`config.mk`:
```
export PLATFORM = sky130hd
export DESIGN_NAME = servo_pulse_sequencer_top
export DESIGN_NICKNAME = d
export VERILOG_FILES = /design/src/rtl/sps_pkg.sv /design/src/rtl/sps_packer.sv /design/src/rtl/sps_player.sv /design/src/rtl/servo_pulse_sequencer_top.sv
export SDC_FILE = /design/constraint.sdc
export NUM_CORES = 1
export LEC_CHECK = 0
export BUFFER_PORTS_ARGS = -buffer_cell sky130_fd_sc_hd__buf_2
export CORE_MARGIN = 10
export CORE_UTILIZATION = 40
export DETAILED_ROUTE_END_ITERATION = 8
export PLACE_DENSITY = 0.59
export SLEW_MARGIN = 10
export SYNTH_ARGS = -nofsm -noshare
export SYNTH_HDL_FRONTEND = slang
export SYNTH_SLANG_ARGS = --single-unit
```
`constraint.sdc`:
```
create_clock -name aclk -period 18.63 [get_ports aclk]
set_clock_uncertainty 0.05 [all_clocks]
set_input_delay 0.9315 -clock aclk [delete_from_list [all_inputs] [get_ports aclk]]
set_output_delay 0.9315 -clock aclk [all_outputs]
set_load 0.005 [all_outputs]
```
`src/rtl/sps_pkg.sv`:
```
// Shared types, constants and helpers for the servo pulse sequencer.
package sps_pkg;

    localparam int SLOTS     = 8;
    localparam int LINES     = 16;
    localparam int IDX_W     = (SLOTS > 1) ? $clog2(SLOTS) : 1;
    localparam int CNT_W     = $clog2(SLOTS + 1);
    localparam int CH_W      = 4;
    localparam int WID_W     = 16;
    localparam int PIN_W     = 16;
    localparam int SUM_W     = WID_W + CNT_W;
    localparam int KIND_W    = 2;
    localparam int SLOT_W    = 3;
    localparam int CFG_IDX_W = 2;

    localparam logic [KIND_W-1:0] KIND_TICK   = 2'd0;
    localparam logic [KIND_W-1:0] KIND_SLOT   = 2'd1;
    localparam logic [KIND_W-1:0] KIND_COMMIT = 2'd2;

    localparam logic [CFG_IDX_W-1:0] CFG_MIN_WIDTH   = 2'd0;
    localparam logic [CFG_IDX_W-1:0] CFG_SYNC_WIDTH  = 2'd1;
    localparam logic [CFG_IDX_W-1:0] CFG_FRAME_WIDTH = 2'd2;

    typedef enum logic {
        TOP_IDLE,
        TOP_COMMIT
    } top_state_t;

    typedef enum logic [1:0] {
        PK_IDLE,
        PK_WALK,
        PK_GAP,
        PK_DONE
    } pk_state_t;

    // schedule entry write from the packer into the pending schedule
    typedef struct packed {
        logic             valid;
        logic [IDX_W-1:0] idx;
        logic [CH_W-1:0]  channel;
        logic [WID_W-1:0] width;
    } sched_wr_t;

    typedef struct packed {
        logic             done;
        logic [CNT_W-1:0] count;
        logic [WID_W-1:0] gap;
    } commit_res_t;

    typedef struct packed {
        logic tick;
        logic commit;
    } play_cmd_t;

    function automatic logic [PIN_W-1:0] line_bit(input logic [CH_W-1:0] ch);
        logic [PIN_W-1:0] b;
        b = '0;
        if (int'(ch) < LINES) begin
            b = PIN_W'(1) << ch;
        end
        return b;
    endfunction

endpackage

```
`src/rtl/sps_packer.sv`:
```
// Staging table and commit walker: one slot per cycle through a shared compare and adder.
module sps_packer
    import sps_pkg::*;
(
    input  logic              aclk,
    input  logic              aresetn,
    input  logic              stage_we,
    input  logic [SLOT_W-1:0] stage_slot,
    input  logic              stage_used,
    input  logic [CH_W-1:0]   stage_channel,
    input  logic [WID_W-1:0]  stage_width,
    input  logic              start,
    input  logic [3:0]        count_in,
    input  logic [WID_W-1:0]  min_width,
    input  logic [WID_W-1:0]  sync_width,
    input  logic [WID_W-1:0]  frame_width,
    input  logic              ack,
    output sched_wr_t         wr,
    output commit_res_t       res
);

    pk_state_t        state_reg, state_next;
    logic             used_reg [SLOTS];
    logic [CH_W-1:0]  ch_reg   [SLOTS];
    logic [WID_W-1:0] wid_reg  [SLOTS];
    logic [CNT_W-1:0] e_reg, lim_reg, n_reg, cnt_reg;
    logic [SUM_W-1:0] sum_reg;
    logic [WID_W-1:0] gap_reg;

    logic             walking;
    logic             pass;
    logic [IDX_W-1:0] e_idx;
    logic [SUM_W:0]   sum_sync;
    logic [CNT_W-1:0] lim_sat;

    assign e_idx    = e_reg[IDX_W-1:0];
    assign walking  = (state_reg == PK_WALK) && (e_reg != lim_reg);
    assign pass     = used_reg[e_idx] && (wid_reg[e_idx] >= min_width);
    assign sum_sync = {1'b0, sum_reg} + (SUM_W + 1)'(sync_width);
    assign lim_sat  = (int'(count_in) > SLOTS) ? CNT_W'(SLOTS) : CNT_W'(count_in);

    always_comb begin
        state_next = state_reg;
        case (state_reg)
            PK_IDLE: if (start) state_next = PK_WALK;
            PK_WALK: if (e_reg == lim_reg) state_next = PK_GAP;
            PK_GAP:  state_next = PK_DONE;
            PK_DONE: if (ack) state_next = PK_IDLE;
            default: state_next = PK_IDLE;
        endcase
    end

    always_comb begin
        wr.valid   = walking && pass;
        wr.idx     = n_reg[IDX_W-1:0];
        wr.channel = ch_reg[e_idx];
        wr.width   = wid_reg[e_idx];
        res.done   = (state_reg == PK_DONE);
        res.count  = cnt_reg;
        res.gap    = gap_reg;
    end

    always_ff @(posedge aclk) begin
        if (!aresetn) begin
            state_reg <= PK_IDLE;
            for (int i = 0; i < SLOTS; i++) begin
                used_reg[i] <= 1'b0;
                ch_reg[i]   <= '0;
                wid_reg[i]  <= '0;
            end
        end else begin
            state_reg <= state_next;
            if (stage_we) begin
                used_reg[IDX_W'(stage_slot)] <= stage_used;
                ch_reg[IDX_W'(stage_slot)]   <= stage_channel;
                wid_reg[IDX_W'(stage_slot)]  <= stage_width;
            end
        end
    end

    always_ff @(posedge aclk) begin
        if (state_reg == PK_IDLE && start) begin
            e_reg   <= '0;
            n_reg   <= '0;
            sum_reg <= '0;
            lim_reg <= lim_sat;
        end else if (walking) begin
            e_reg <= e_reg + 1'b1;
            if (pass) begin
                n_reg   <= n_reg + 1'b1;
                sum_reg <= sum_reg + SUM_W'(wid_reg[e_idx]);
            end
        end
        if (state_reg == PK_GAP) begin
            // empty frame when nothing adds width
            if (sum_reg == '0) begin
                cnt_reg <= '0;
                gap_reg <= '0;
            end else begin
                cnt_reg <= n_reg;
                if (sum_sync >= (SUM_W + 1)'(frame_width)) begin
                    gap_reg <= sync_width;
                end else begin
                    gap_reg <= frame_width - sum_reg[WID_W-1:0];
                end
            end
        end
    end

`ifndef NO_ASSERTIONS
    a_wr_in_range: assert property (@(posedge aclk) disable iff (!aresetn)
        wr.valid |-> (int'(n_reg) < SLOTS))
        else $error("schedule write beyond slot count");
    a_walk_bound: assert property (@(posedge aclk) disable iff (!aresetn)
        (state_reg == PK_WALK) |-> (e_reg <= lim_reg))
        else $error("walk index passed its limit");
`endif

endmodule

```
`src/rtl/sps_player.sv`:
```
// Schedule register file and frame player: pulse and gap timing, line levels, swap.
module sps_player
    import sps_pkg::*;
(
    input  logic              aclk,
    input  logic              aresetn,
    input  play_cmd_t         cmd,
    input  sched_wr_t         wr,
    input  commit_res_t       res,
    output logic [PIN_W-1:0]  levels_next,
    output logic              sync_next,
    output logic              running_next
);

    logic [CH_W-1:0]  sch_ch_reg  [2][SLOTS];
    logic [WID_W-1:0] sch_wid_reg [2][SLOTS];
    logic [CNT_W-1:0] count_reg [2];
    logic [WID_W-1:0] gap_reg   [2];
    logic             active_reg, pending_reg, running_reg;
    logic [CNT_W-1:0] pos_reg;
    logic [WID_W-1:0] ticks_reg;
    logic [PIN_W-1:0] levels_reg;
    logic [CH_W-1:0]  cur_ch_reg;

    logic [CNT_W-1:0] count_next [2];
    logic [WID_W-1:0] gap_next   [2];
    logic             active_next, pending_next;
    logic [CNT_W-1:0] pos_next;
    logic [WID_W-1:0] ticks_next;
    logic [CH_W-1:0]  cur_ch_next;

    logic             a;
    logic             mid;
    logic [CNT_W-1:0] pos_inc;
    logic             rd_sel;
    logic [IDX_W-1:0] rd_idx;
    logic [CH_W-1:0]  rd_ch;
    logic [WID_W-1:0] rd_wid;

    assign a       = active_reg;
    assign mid     = (pos_reg != count_reg[a]);
    assign pos_inc = pos_reg + 1'b1;

    // one read port: pick the entry that may start on this beat
    always_comb begin
        if (cmd.commit) begin
            rd_sel = ~a;
            rd_idx = '0;
        end else if (mid) begin
            rd_sel = a;
            rd_idx = pos_inc[IDX_W-1:0];
        end else begin
            rd_sel = pending_reg ? ~a : a;
            rd_idx = '0;
        end
    end

    assign rd_ch  = sch_ch_reg[rd_sel][rd_idx];
    assign rd_wid = sch_wid_reg[rd_sel][rd_idx];

    always_comb begin
        count_next   = count_reg;
        gap_next     = gap_reg;
        active_next  = active_reg;
        pending_next = pending_reg;
        running_next = running_reg;
        pos_next     = pos_reg;
        ticks_next   = ticks_reg;
        levels_next  = levels_reg;
        cur_ch_next  = cur_ch_reg;
        sync_next    = 1'b0;
        if (cmd.commit) begin
            count_next[~a] = res.count;
            gap_next[~a]   = res.gap;
            pending_next   = 1'b0;
            if (running_reg) begin
                pending_next = 1'b1;
            end else if (res.count != '0) begin
                running_next = 1'b1;
                active_next  = ~a;
                pos_next     = '0;
                levels_next  = levels_reg | line_bit(rd_ch);
                ticks_next   = rd_wid;
                cur_ch_next  = rd_ch;
            end
        end else if (cmd.tick && running_reg) begin
            if (ticks_reg > WID_W'(1)) begin
                ticks_next = ticks_reg - 1'b1;
            end else if (mid) begin
                // end of a pulse: drop its line, then next pulse or the gap
                levels_next = levels_reg & ~line_bit(cur_ch_reg);
                if (pos_inc != count_reg[a]) begin
                    levels_next = levels_next | line_bit(rd_ch);
                    ticks_next  = rd_wid;
                    cur_ch_next = rd_ch;
                end else begin
                    ticks_next = gap_reg[a];
                end
                pos_next = pos_inc;
            end else begin
                pos_next  = '0;
                sync_next = 1'b1;
                if (pending_reg && count_reg[~a] == '0) begin
                    active_next  = ~a;
                    pending_next = 1'b0;
                    running_next = 1'b0;
                end else begin
                    if (pending_reg) begin
                        active_next  = ~a;
                        pending_next = 1'b0;
                    end
                    levels_next = levels_reg | line_bit(rd_ch);
                    ticks_next  = rd_wid;
                    cur_ch_next = rd_ch;
                end
            end
        end
    end

    always_ff @(posedge aclk) begin
        if (!aresetn) begin
            count_reg[0] <= '0;
            count_reg[1] <= '0;
            gap_reg[0]   <= '0;
            gap_reg[1]   <= '0;
            active_reg   <= 1'b0;
            pending_reg  <= 1'b0;
            running_reg  <= 1'b0;
            pos_reg      <= '0;
            ticks_reg    <= '0;
            levels_reg   <= '0;
            cur_ch_reg   <= '0;
        end else begin
            count_reg    <= count_next;
            gap_reg      <= gap_next;
            active_reg   <= active_next;
            pending_reg  <= pending_next;
            running_reg  <= running_next;
            pos_reg      <= pos_next;
            ticks_reg    <= ticks_next;
            levels_reg   <= levels_next;
            cur_ch_reg   <= cur_ch_next;
        end
    end

    always_ff @(posedge aclk) begin
        if (wr.valid) begin
            sch_ch_reg[~active_reg][wr.idx]  <= wr.channel;
            sch_wid_reg[~active_reg][wr.idx] <= wr.width;
        end
    end

`ifndef NO_ASSERTIONS
    a_one_line: assert property (@(posedge aclk) disable iff (!aresetn)
        $onehot0(levels_reg))
        else $error("more than one line high");
    a_stopped_low: assert property (@(posedge aclk) disable iff (!aresetn)
        !running_reg |-> (levels_reg == '0))
        else $error("line high while stopped");
    a_stop_on_sync: assert property (@(posedge aclk) disable iff (!aresetn)
        (running_reg && !running_next) |-> sync_next)
        else $error("stopped outside a frame end");
`endif

endmodule

```
`src/rtl/servo_pulse_sequencer_top.sv`:
```
// Servo pulse sequencer: stream ports, config registers, output register, sequencing.
// A tick, slot write or unknown beat gives its result beat in the cycle after accept.
// A commit walks the staged slots one per cycle in a shared compare/add unit, then sets the gap.
// Throughput: one tick or slot beat per cycle while the output is free; no input is taken during a commit walk.
// Reset: aresetn synchronous, active low; clears control, staging table, config to defaults.
// The schedule store holds no reset value; only entries written by a commit are read.
module servo_pulse_sequencer_top
    import sps_pkg::*;
(
    input  logic                 aclk,
    input  logic                 aresetn,
    input  logic                 s_tvalid,
    output logic                 s_tready,
    input  logic [31:0]          s_tdata,   // slot[2:0], slot_used[3], channel[7:4],
                                            // pulse_width[23:8], slot_count[27:24]
    input  logic [KIND_W-1:0]    s_tuser,   // kind[1:0]
    output logic                 m_tvalid,
    input  logic                 m_tready,
    output logic [23:0]          m_tdata,   // pin_levels[15:0], frame_sync[16], running[17]
    input  logic                 cfg_valid,
    output logic                 cfg_ready,
    input  logic [CFG_IDX_W-1:0] cfg_index,
    input  logic [WID_W-1:0]     cfg_data
);

    top_state_t       state_reg, state_next;
    logic [WID_W-1:0] min_width_reg, sync_width_reg, frame_width_reg;
    logic             m_tvalid_reg, m_tvalid_next;
    logic [23:0]      m_tdata_reg;

    logic              out_free, in_acc, ack, out_load, pk_start, stage_we;
    logic [SLOT_W-1:0] in_slot;
    logic              in_used;
    logic [CH_W-1:0]   in_channel;
    logic [WID_W-1:0]  in_width;
    logic [3:0]        in_count;
    sched_wr_t         wr;
    commit_res_t       res;
    play_cmd_t         cmd;
    logic [PIN_W-1:0]  levels_next;
    logic              sync_next, running_next;

    assign in_slot    = s_tdata[2:0];
    assign in_used    = s_tdata[3];
    assign in_channel = s_tdata[7:4];
    assign in_width   = s_tdata[23:8];
    assign in_count   = s_tdata[27:24];

    assign out_free = !m_tvalid_reg || m_tready;
    assign in_acc   = s_tvalid && s_tready;
    assign ack      = res.done && out_free;
    assign pk_start = in_acc && (s_tuser == KIND_COMMIT);
    assign stage_we = in_acc && (s_tuser == KIND_SLOT) && (int'(in_slot) < SLOTS);
    assign out_load = (in_acc && (s_tuser != KIND_COMMIT)) || ack;
    assign cmd.tick   = in_acc && (s_tuser == KIND_TICK);
    assign cmd.commit = ack;

    always_comb begin
        state_next = state_reg;
        case (state_reg)
            TOP_IDLE:   if (pk_start) state_next = TOP_COMMIT;
            TOP_COMMIT: if (ack) state_next = TOP_IDLE;
            default:    state_next = TOP_IDLE;
        endcase
    end

    always_comb begin
        s_tready      = (state_reg == TOP_IDLE) && out_free;
        cfg_ready     = 1'b1;
        m_tvalid      = m_tvalid_reg;
        m_tdata       = m_tdata_reg;
        m_tvalid_next = out_load ? 1'b1 : (m_tready ? 1'b0 : m_tvalid_reg);
    end

    sps_packer u_packer (
        .aclk          (aclk),
        .aresetn       (aresetn),
        .stage_we      (stage_we),
        .stage_slot    (in_slot),
        .stage_used    (in_used),
        .stage_channel (in_channel),
        .stage_width   (in_width),
        .start         (pk_start),
        .count_in      (in_count),
        .min_width     (min_width_reg),
        .sync_width    (sync_width_reg),
        .frame_width   (frame_width_reg),
        .ack           (ack),
        .wr            (wr),
        .res           (res)
    );

    sps_player u_player (
        .aclk         (aclk),
        .aresetn      (aresetn),
        .cmd          (cmd),
        .wr           (wr),
        .res          (res),
        .levels_next  (levels_next),
        .sync_next    (sync_next),
        .running_next (running_next)
    );

    always_ff @(posedge aclk) begin
        if (!aresetn) begin
            state_reg       <= TOP_IDLE;
            m_tvalid_reg    <= 1'b0;
            min_width_reg   <= WID_W'(500);
            sync_width_reg  <= WID_W'(3000);
            frame_width_reg <= WID_W'(20000);
        end else begin
            state_reg    <= state_next;
            m_tvalid_reg <= m_tvalid_next;
            if (cfg_valid && cfg_ready) begin
                case (cfg_index)
                    CFG_MIN_WIDTH:   min_width_reg   <= cfg_data;
                    CFG_SYNC_WIDTH:  sync_width_reg  <= cfg_data;
                    CFG_FRAME_WIDTH: frame_width_reg <= cfg_data;
                    default: ;
                endcase
            end
        end
    end

    always_ff @(posedge aclk) begin
        if (out_load) begin
            m_tdata_reg <= {6'd0, running_next, sync_next, levels_next};
        end
    end

`ifndef NO_ASSERTIONS
    a_busy_no_accept: assert property (@(posedge aclk) disable iff (!aresetn)
        (state_reg == TOP_COMMIT) |-> !s_tready)
        else $error("input taken during commit");
    a_done_only_busy: assert property (@(posedge aclk) disable iff (!aresetn)
        res.done |-> (state_reg == TOP_COMMIT))
        else $error("commit result while idle");
`endif

endmodule
```
==> out/results.tsv <==
metric	value	unit
outcome	complete, no violations	
ctsRootBufferMaster	clkbuf_16	
crit_slowest_cell	or4_1	
avgViaCountPerCell	5.630	
start_util	40.54	%
cts_tree	yes	
place.gp.congestion	0.8673	
min_to	min_width_reg[12]	
intPower	3.011	mW
fp.dieW	306.2	um
rsz0062_at_grt	false	
yosys_warnings	0	
worstHoldStart	min_width_reg[12]	
synth_xor_area_share	1.704	%
yosysMostFrequentCell	nand2_1	
grt_pass1_vias	23240	
netlist_top_cells_count	nand2_1 (524), edfxtp_1 (522), a21oi_1 (191)	
hold_depth	2	
drive_above_1_share	12.68	%
drt_wl_total	90.59	mm
clkPwrFrac	35.5	%
ant_nets	0	
avgSynthCellArea	11.14	sq um
fmax	0.1689	GHz
yosys-top-cells-area	edfxtp_1 (48%), dfxtp_1 (11%), nand2_1 (6.0%), ha_1 (3.4%), and2_1 (3.3%)	
ir_drop	85.33	uV
clockBufferDepth	3	
cts.clk_slew.worst_paths	0.06	ns
boundaryPins	84	
crit_fanout	53	
slew-limit-headroom	20.56	%
port_buffers	72	
seq_power_share	44.2	%
fp-row-count	104	
cts_setup_buffers	0	
worstReg2RegStart	u_player.a	
r2r_end	m_tdata[14]	
wl_per_cell	22.02	um
synthMuxAreaShare	5.382	%
synth_edf_count	522	
largest_register_ffs	256	
hpwl	56.63	mm
grt_max_degree	79	
netlist_area	32760	sq um
cts-buffers-inserted	76	
crit_top_cell	buf_4	
cp_cell_sequence	buf_4 -> mux2i_2 -> xnor2_2 -> or4_1 -> o211ai_4 -> buf_4 -> buf_4 -> mux2_1 -> o2111ai_1 -> nand3_2 -> o21ai_1 -> nor3b_1 -> o22ai_1 -> o21ai_1	
slew_violations	0	
hold_buffers	0	
rr_worst_depth	14	
cp.required	19.06	ns
clk_latency	0.63	ns
drtPass1Iterations	5	
cp-end-kind	register	
power_leakage	13.46	nW
setup_violations	0	
die_h	306.2	um
yosysTopAreaCellShare	47.85	%
worstSetupStartpointType	register	
synth_top_family_by_area	simple AND/OR/NAND/NOR gates	
antenna_found_initial	7	
drt_iter0_markers	1850	
track_usage	18.83	%
tightest_slew	1.189	ns
grt_first_pass_wirelength	137.5	mm
period_share	31.78	%
synth_cell_types	90	
drc	0	
synth_seq_cells	696	
clock_sinks	696	
fin_tns_setup	0	ns
p_sw	1.256	mW
overflow	0	
pwr_density_cell	115.6	nW/um^2
coreArea	80810	sq um
post-route-min-period	5.920	ns
ys.flop_type	edfxtp_1	
holdWs	0.4048	ns
nets	3137	
synth_top_area_cell	edfxtp_1	
maxCapViolCount	0	
swShare	29.44	%
synth_adder_area_share	3.583	%
cp.arrival	6.35	ns
hold_viol	0	
hold_path.class	reg2reg	
power_frac_comb	20.3	%
critPathMaxStageDelay	0.76	ns
worst-setup-path-type	reg2reg	
synthArstFlopShare	0	%
reg2reg_slack	12.71	ns
dieArea	93740	sq um
seq_area_frac_synth	58.49	%
yosys.area_share.simple	16.67	%
via_count	23160	
cts_resized	0	
synth_compound_area_share	10.89	%
synthToLayoutAreaGrowth	12.65	%
syn_inst	2941	
htreeDepth	3	
routing by layer:
metal	GRT usage, %	vias to the layer above	routed length, um
met5	0	-	17
met2	32.95	733	45120
li1	-	10780	-
met4	6.705	4	2934
met1	23.56	11480	37640
met3	2.578	169	4875
cell families (layout without fill, tap and decap cells):
kind of cell             after synthesis  after routing
AO/OA/AOI/OAI                        550            550
XOR/XNOR                              59             59
adder cells (fa/ha/maj)               92             92
buffers and inverters                262            367
flip-flops                           696            696
multiplexers                         117            117
other                                  2             10
AND/OR/NAND/NOR                     1163           1163
worst max path at each step:
| stage | slack [ns] | from | end |
|---|---|---|---|
| final | 12.71 | u_player.a | m_tdata[14] |
| after global routing | 12.12 | register | u_packer.sum_reg[18] |
| after CTS | 12.72 | u_player.a | m_tdata[14] |
| after detailed placement | 12.77 | u_player.a | m_tdata[14] |
| after global placement | 12.83 | m_tready | m_tdata[14] |
| after floorplan | 12.72 | register | u_player.sch_ch_reg[1][24] |
stage by stage:
stage | power (mW) | instance area, sq um | instances | util [%] | setup slack (ns)
2_1_floorplan | 2.468 | 32780 | 2946 | - | 12.72
3_3_place_gp | 2.754 | 34380 | 3970 | 42.55 | 12.83
3_5_place_dp | 2.781 | 34380 | 3970 | 42.55 | 12.77
6_report | 4.267 | 36900 | 4114 | 45.67 | 12.71
4_1_cts | 4.295 | 36900 | 4111 | 45.66 | 12.72
5_1_grt | 4.438 | 36900 | 4112 | 45.66 | 12.12
worst max-delay path, delay by kind of cell (launching register included):
| family | cells | cell delay, ns |
|---|---|---|
| mux | 2 | 0.84 |
| simple gates | 3 | 1.32 |
| compound gates | 5 | 1.46 |
| buf+inv | 3 | 1.46 |
| flops | 1 | 0.30 |
| xor+xnor | 1 | 0.24 |
final cells by class:
cell class / count / area, sq um
fillers: 7360 / 43900
flip-flops and latches: 696 / 19160
multi-input cells: 1988 / 12730
clock buffers: 93 / 2027
well taps: 1060 / 1326
repair buffers: 134 / 825.8
clock inverters: 48 / 484.2
inverters: 92 / 345.3
diodes: 3 / 7.507
placed cells by master (no fill, tap or decap), types with 23 or more instances in the layout:
master and instances:
nand3_1 114, clkbuf_16 77, xnor2_1 39, inv_1 91, nor2_1 129, edfxtp_1 522
o211ai_1 25, dfxtp_1 172, ha_1 89, and3_1 54, a211oi_1 33, mux2i_1 46
nor2b_1 29, buf_2 72, a31oi_1 34, a311oi_1 28, nor3_1 36, mux2_2 23
and2_1 174, buf_4 62, o21ai_0 87, nand2_1 524, a21oi_1 191, mux4_2 42
power by group through the flow:
stage / logic [mW] / clock network [mW] / registers [mW]
2_1_floorplan: 0.566 / 0 / 1.90
3_3_place_gp: 0.840 / 0 / 1.91
3_5_place_dp: 0.863 / 0 / 1.92
4_1_cts: 0.867 / 1.54 / 1.88
5_1_grt: 0.950 / 1.60 / 1.89
6_report: 0.868 / 1.51 / 1.88
No activity file was read; power rests on OpenSTA's default activity.
